## src/hdl/prad_pkg.sv

```systemverilog
`default_nettype none

package prad_pkg;

    // Field and register widths.
    localparam int DIM_BITS  = 14;
    localparam int FRAC_BITS = 24;
    localparam int FACT_W    = 11;
    localparam int AREA_W    = 28;
    localparam int OUT_W     = 16;
    localparam int CFG_IDX_W = 2;

    // Register indexes on the configuration port.
    localparam logic [CFG_IDX_W-1:0] REG_ALIGN_FACTOR = 2'd0;
    localparam logic [CFG_IDX_W-1:0] REG_MIN_AREA     = 2'd1;
    localparam logic [CFG_IDX_W-1:0] REG_MAX_AREA     = 2'd2;

    // Aspect ratio limit (long side over short side).
    localparam int ASPECT_LIMIT = 200;
    localparam int ASPECT_W     = 8;

    localparam logic [OUT_W-1:0] OUT_MAX = '1;

    // Derived widths.
    // RN_W: rounding dividend 2*side + factor.
    localparam int RN_W  = ((DIM_BITS + 1 > FACT_W) ? DIM_BITS + 1 : FACT_W) + 1;
    // HB_W: a rounded side, at most side + factor/2.
    localparam int HB_W  = ((DIM_BITS > FACT_W) ? DIM_BITS : FACT_W) + 1;
    localparam int TOT_W = 2 * HB_W;
    localparam int FD_W  = (RN_W > OUT_W) ? RN_W : OUT_W;
    localparam int DEN_W = 2 * DIM_BITS;
    // The area quotient num * 2^(2*FRAC_BITS) / den always has an even width.
    localparam int QW    = AREA_W + 2 * FRAC_BITS;
    localparam int S_W   = QW / 2;
    localparam int T_W   = DIM_BITS + S_W;
    localparam int U_W   = ((T_W - FRAC_BITS > FACT_W) ? T_W - FRAC_BITS : FACT_W) + 1;

    typedef enum logic [1:0] {
        MODE_KEEP,
        MODE_DOWN,
        MODE_UP
    } mode_t;

    typedef struct packed {
        logic [FACT_W-1:0] fact;
        logic [AREA_W-1:0] min_area;
        logic [AREA_W-1:0] max_area;
    } cfg_t;

    // Per-item data that travels the whole pipeline.
    typedef struct packed {
        logic [DIM_BITS-1:0] h;
        logic [DIM_BITS-1:0] w;
        logic                bad;
        logic                asp;
        mode_t               mode;
        logic [RN_W-1:0]     qh;
        logic [RN_W-1:0]     qw;
        logic [OUT_W-1:0]    lim;
    } info_t;

    typedef struct packed {
        info_t             info;
        logic [AREA_W-1:0] num;
        logic [DEN_W-1:0]  den;
    } fs_t;

    typedef struct packed {
        info_t          info;
        logic [S_W-1:0] scale;
    } sb_t;

    typedef struct packed {
        logic [OUT_W-1:0] height;
        logic [OUT_W-1:0] width;
        logic             bad;
        logic             warn;
    } res_t;

endpackage

`default_nettype wire

```

## src/hdl/prad_front.sv

```systemverilog
`default_nettype none

module prad_front import prad_pkg::*; (
    input  logic                aclk,
    input  logic                aresetn,
    input  logic                adv,
    input  logic                in_valid,
    input  logic [DIM_BITS-1:0] in_height,
    input  logic [DIM_BITS-1:0] in_width,
    input  cfg_t                cfg,
    output logic                out_valid,
    output fs_t                 out_item
);

    localparam int NS = FD_W + 4;
    localparam int RW = FACT_W + 1;
    localparam int CW = (TOT_W > AREA_W) ? TOT_W : AREA_W;
    localparam int AW = DIM_BITS + ASPECT_W;
    localparam int PW = RN_W + FACT_W;

    typedef struct packed {
        logic [DIM_BITS-1:0] h;
        logic [DIM_BITS-1:0] w;
        logic                bad;
        logic                asp;
        logic [RW-1:0]       rh;
        logic [RW-1:0]       rw;
        logic [RW-1:0]       rl;
        logic [FD_W-1:0]     dh;
        logic [FD_W-1:0]     dw;
        logic [FD_W-1:0]     dl;
        logic [HB_W-1:0]     hb;
        logic [HB_W-1:0]     wb;
        logic [DEN_W-1:0]    den;
        logic [TOT_W-1:0]    total;
        mode_t               mode;
        logic [AREA_W-1:0]   num;
    } fr_t;

    fr_t             st_reg  [NS];
    fr_t             st_next [NS];
    logic [NS-1:0]   vld_reg;

    // One restoring division step; the quotient shifts in where the dividend shifts out.
    function automatic logic [RW+FD_W-1:0] div_step(input logic [RW-1:0]   rem,
                                                    input logic [FD_W-1:0] dq,
                                                    input logic [RW-1:0]   d);
        logic [RW:0] t;
        logic        ge;
        t  = {rem, dq[FD_W-1]};
        ge = (t >= {1'b0, d});
        div_step = {(ge ? RW'(t - {1'b0, d}) : t[RW-1:0]), dq[FD_W-2:0], ge};
    endfunction

    always_comb begin
        fr_t                     cur;
        logic [RW-1:0]           d2;
        logic [RW-1:0]           d1;
        logic [DIM_BITS-1:0]     lo;
        logic [DIM_BITS-1:0]     hi;
        logic [AW-1:0]           lo200;
        logic [PW-1:0]           ph;
        logic [PW-1:0]           pw;

        d2 = {cfg.fact, 1'b0};
        d1 = {1'b0, cfg.fact};

        st_next[0]   = '0;
        st_next[0].h = in_height;
        st_next[0].w = in_width;

        for (int i = 1; i < NS; i++) begin
            cur   = st_reg[i-1];
            lo    = '0;
            hi    = '0;
            lo200 = '0;
            ph    = '0;
            pw    = '0;
            if (i == 1) begin
                lo       = (cur.h < cur.w) ? cur.h : cur.w;
                hi       = (cur.h < cur.w) ? cur.w : cur.h;
                lo200    = AW'(lo) * AW'(ASPECT_LIMIT);
                cur.bad  = (cur.h == '0) || (cur.w == '0);
                cur.asp  = (AW'(hi) > lo200);
                cur.dh   = (FD_W'(cur.h) << 1) + FD_W'(cfg.fact);
                cur.dw   = (FD_W'(cur.w) << 1) + FD_W'(cfg.fact);
                cur.dl   = FD_W'(OUT_MAX);
                cur.rh   = '0;
                cur.rw   = '0;
                cur.rl   = '0;
            end
            if (i <= FD_W) begin
                {cur.rh, cur.dh} = div_step(cur.rh, cur.dh, d2);
                {cur.rw, cur.dw} = div_step(cur.rw, cur.dw, d2);
                {cur.rl, cur.dl} = div_step(cur.rl, cur.dl, d1);
            end else if (i == FD_W + 1) begin
                ph      = PW'(cur.dh[RN_W-1:0]) * PW'(cfg.fact);
                pw      = PW'(cur.dw[RN_W-1:0]) * PW'(cfg.fact);
                cur.hb  = ph[HB_W-1:0];
                cur.wb  = pw[HB_W-1:0];
                cur.den = DEN_W'(cur.h) * DEN_W'(cur.w);
            end else if (i == FD_W + 2) begin
                cur.total = TOT_W'(cur.hb) * TOT_W'(cur.wb);
            end else begin
                // The upper bound is tested first, as a bad pair of limits requires.
                if (CW'(cur.total) > CW'(cfg.max_area)) begin
                    cur.mode = MODE_DOWN;
                    cur.num  = cfg.max_area;
                end else if (CW'(cur.total) < CW'(cfg.min_area)) begin
                    cur.mode = MODE_UP;
                    cur.num  = cfg.min_area;
                end else begin
                    cur.mode = MODE_KEEP;
                    cur.num  = '0;
                end
            end
            st_next[i] = cur;
        end
    end

    always_ff @(posedge aclk) begin
        if (!aresetn) begin
            vld_reg <= '0;
        end else if (adv) begin
            vld_reg <= {vld_reg[NS-2:0], in_valid};
        end
    end

    always_ff @(posedge aclk) begin
        if (adv) begin
            for (int i = 0; i < NS; i++) begin
                st_reg[i] <= st_next[i];
            end
        end
    end

    assign out_valid          = vld_reg[NS-1];
    assign out_item.info.h    = st_reg[NS-1].h;
    assign out_item.info.w    = st_reg[NS-1].w;
    assign out_item.info.bad  = st_reg[NS-1].bad;
    assign out_item.info.asp  = st_reg[NS-1].asp;
    assign out_item.info.mode = st_reg[NS-1].mode;
    assign out_item.info.qh   = st_reg[NS-1].dh[RN_W-1:0];
    assign out_item.info.qw   = st_reg[NS-1].dw[RN_W-1:0];
    assign out_item.info.lim  = st_reg[NS-1].dl[OUT_W-1:0];
    assign out_item.num       = st_reg[NS-1].num;
    assign out_item.den       = st_reg[NS-1].den;

endmodule

`default_nettype wire

```

## config.mk

```make
export PLATFORM = sky130hd
export DESIGN_NAME = prad_front
export DESIGN_NICKNAME = d
export VERILOG_FILES = /design/src/hdl/prad_pkg.sv /design/src/hdl/prad_front.sv
export SDC_FILE = /design/constraint.sdc
export NUM_CORES = 2
export LEC_CHECK = 0
export BUFFER_PORTS_ARGS = -buffer_cell sky130_fd_sc_hd__buf_2
export CAP_MARGIN = 25
export CORE_ASPECT_RATIO = 1.4
export CORE_MARGIN = 2
export CORE_UTILIZATION = 58
export CTS_BUF_LIST = sky130_fd_sc_hd__clkbuf_8 sky130_fd_sc_hd__clkbuf_16
export CTS_CLUSTER_SIZE = 30
export DETAILED_ROUTE_END_ITERATION = 8
export HOLD_SLACK_MARGIN = 0.02
export PLACE_DENSITY_LB_ADDON = 0.2
export SETUP_SLACK_MARGIN = 0.05
export SLEW_MARGIN = 20
export SYNTH_ARGS = -nofsm -noshare
export SYNTH_HDL_FRONTEND = slang
export SYNTH_MEMORY_MAX_BITS = 65536
export SYNTH_SLANG_ARGS = --single-unit
```

## constraint.sdc

```tcl
create_clock -name aclk -period 6.2 [get_ports aclk]
set_clock_uncertainty 0.05 [all_clocks]
set_input_delay 1.24 -clock aclk [delete_from_list [all_inputs] [get_ports aclk]]
set_output_delay 1.24 -clock aclk [all_outputs]
set_load 0.005 [all_outputs]
```

==> results summary <==
The final routed wirelength across all metal layers is 226000 um. CTS placed an instance of clkbuf_16 at the clock tree root. The fraction of met2 tracks used by global routing came out at 42.8%. The wire length of the first global-routing pass is 358000 um. The cell type with the highest aggregate area in the netlist is edfxtp_1.

The average instance area after synthesis came out at 13.6 sq um. The share of the core filled with cells in the final layout is 64.8%. The maximum number of pins on one net before global-route repair is 153. Setup repair after global routing could not meet its margin everywhere. Once layout is complete, the cells apart from fillers number 11700. The flow ran to the end, and the final reports show no timing, DRC or antenna violations.

The worst hold path startpoint is st_reg[0][913]. On the critical path the largest part of the delay comes from adder cells. The fraction of post-synthesis cell area in the top cell type by area came out at 55.3%. The register bit count reported by yosys came out at 2109. Counting flops with an async set or reset pin after synthesis yields a share of 0%.

The average routed wire per standard cell is 19.3 um. The endpoint identified for the worst register-to-register timing path is st_reg[4][523]. The cell depth of the worst hold path came out at 0. The critical path data arrival time came out at 6.52 ns.

The number of distinct library cell variants in the gate-level netlist after synthesis is 90. The largest individual stage delay along the critical path comes from the cell fa_1. In the global route stage, met1 resource usage came out at 25.6%.

The register with the most flip-flops in the layout has 2089 of them. The total setup violations reported at the end of the flow came out at 0. The H-tree depth is 4. The dominant register cell in the synthesized netlist is edfxtp_1. Among all cell types in the netlist, the one instantiated most often is edfxtp_1. The total global-route track usage came out at 22.9%. For this block, the via count after detailed routing is 64700.

During synthesis, Yosys emitted a total of 0 warnings. The register-to-register setup slack came out at 0.22 ns. The largest incremental delay on the critical path is 0.55 ns.

The path with the worst hold slack has its endpoint at st_reg[1][217]. Clock-pin slew was measured on the worst setup and hold paths at 0.07 ns. The combined buffer and inverter count along the critical path came out at 4.

The area growth from synthesis to layout is 11.4%. The worst setup path is launched from a flop. Ranked by instance count, the synthesized netlist is headed by 2089 x edfxtp_1, 887 x inv_1, 877 x ha_1, 648 x nand2_1, 492 x fa_1.

The worst setup path is of the flop to flop kind. The net total in the final layout is 10400. Of all nets on the critical path, the largest fanout is 7. The I/O pin total came out at 236. In this run, the number of DRC markers left after iteration 0 of detailed routing was 3656. The number of I/O port buffers is 235. By instance count, the cell type seen most on the critical path is fa_1.

The number of placed cells counting well taps came out at 11300. Traced cell by cell, the critical path runs through and2_1 -> fa_1 -> inv_1 -> fa_1 -> fa_1 -> inv_1 -> fa_1 -> fa_1 -> inv_1 -> fa_1 -> inv_1 -> ha_1 -> o21ai_1 -> a211oi_2 -> nand2_1 -> a22o_1 -> a21oi_2 -> a41oi_2 -> a31oi_1 -> xnor2_1. The CTS buffer count came out at 200. The die covers 0.199 sq mm. The mapped netlist covers 0.113 sq mm.

The width of the chip is 378 um. The floorplan die height is 527 um. The minimum period implied by the final worst setup slack came out at 5.98 ns. Using the TritonRoute via totals, the vias-per-cell ratio works out to 5.52. The count of flip-flops with a built-in enable after synthesis is 2089. Max-cap violations in this run came to 0.

The routability congestion estimate is 0.918. The via count of the first global-routing pass is 68700. The count of antenna-violating nets left after detailed routing is 0. The worst register-to-register path begins at st_reg[4][329]. The largest buffer count on any clock path came out at 4.

After global routing, the most crowded layer is met2. The core area is 0.195 sq mm. The initial utilization of the core area, before any placement, comes to 58.2%.

By area the synthesized netlist is led by edfxtp_1 55%, ha_1 9.7%, fa_1 8.7%. Global routing finished with a remaining overflow of 0. The remaining routing DRC violations is 0. Measured in cells, the most critical reg-to-reg path has a length of 20. The post-synthesis instance total came out at 8369.

The worst slew margin relative to its limit is 30.4%. Dividing the final minimum period by the clock period gives 96.4%. The min-delay analysis places its worst path in the category flop to flop. The detailed placer's ending HPWL came out at 164000 um. The number of hold buffers added after CTS was 0. The number of endpoints with negative hold slack in the final report is 0. The share of layout cells above drive strength 1 is 14.2%. The highest clock rate came out at 167 MHz.

The sequential cell area fraction in the yosys report is 55.7%. The number of antenna violations at the first check in global routing came out at 5. The sink count of the clock tree is 2109. Global routing used 2.92% of the available met3 tracks.

The row count is 192. The worst setup path is captured at a flop. The final number of max-transition violations came to 0. The number of detailed-routing iterations run before antenna repair is 6. For the worst-skew pair, the clock arrives at the later sink with an insertion delay of 0.84 ns.

The clock tree from TritonCTS is yes. The data required time of the worst path came out at 6.74 ns. The slew of the pin with the lowest slew margin came out at 1.04 ns.
[per-stage QoR]
stage	hold slack (ns)	TNS, ns	cell area (sq um)	worst slack (ns)
3_3_place_gp	0.350	-0.00582	119000	-0.00582
4_1_cts	0.327	0	126000	0.0527
5_1_grt	0.345	-0.0197	126000	-0.0160
2_1_floorplan	0.350	0	113000	0.178
6_report	0.337	0	126000	0.223
3_5_place_dp	0.355	-0.0775	119000	-0.0322
[cell usage in the layout, fill, tap and decap left out, drive strengths merged, types with 163 or more instances in the layout]
cell type / instances
xnor2: 267
inv: 930
edfxtp: 2089
nor2b: 175
buf: 522
nor2: 276
ha: 877
a21oi: 287
xor2: 163
nand2: 648
clkbuf: 204
o21ai: 276
mux2: 340
and2: 309
fa: 492
[worst max-delay path by stage]
stage	startpoint	end	slack [ns]	cells past startpoint
final	st_reg[4][329]	st_reg[4][523]	0.22	20
after global routing	st_reg[4][208]	st_reg[4][316]	-0.02	21
after CTS	st_reg[4][344]	st_reg[4][521]	0.05	21
after detailed placement	st_reg[4][343]	st_reg[4][523]	-0.03	20
after global placement	st_reg[4][330]	st_reg[4][522]	-0.006	20
after floorplan	st_reg[4][340]	st_reg[4][523]	0.18	21
[kinds of logic after synthesis]
group | Yosys count | synth area share, %
AO/OA/AOI/OAI | 1061 | 6.16
flip-flops | 2109 | 55.7
AND/OR/NAND/NOR | 1871 | 8.20
multiplexers | 475 | 4.59
buffers and inverters | 1051 | 3.68
other | 1 | 0.00331
XOR/XNOR | 430 | 3.32
adder cells (fa/ha/maj) | 1371 | 18.4
[per-layer routing]
layer	vias to the layer above	wire length [um]
met2	1320	121000
met5	-	24
li1	31000	-
met3	548	8420
met4	4	11000
met1	31900	84700
[area by class of cell]
type,count,area [sq um]
fillers,14200,68500
flip-flops and latches,2109,63100
multi-input cells,5218,46400
clock buffers,202,5050
repair buffers,524,3700
inverters,888,3340
well taps,2619,3280
clock inverters,154,1390
diodes,1,2.50
[repair_timing]
action,in CTS,in global routing
resized for setup,2,59
endpoints found under the setup margin,4,18
pin swaps,0,34
hold endpoints to repair,0,0
buffers inserted,1,33
Power is not shown: default switching activity piles up to over one toggle a cycle in this logic, so the estimate is an artifact.
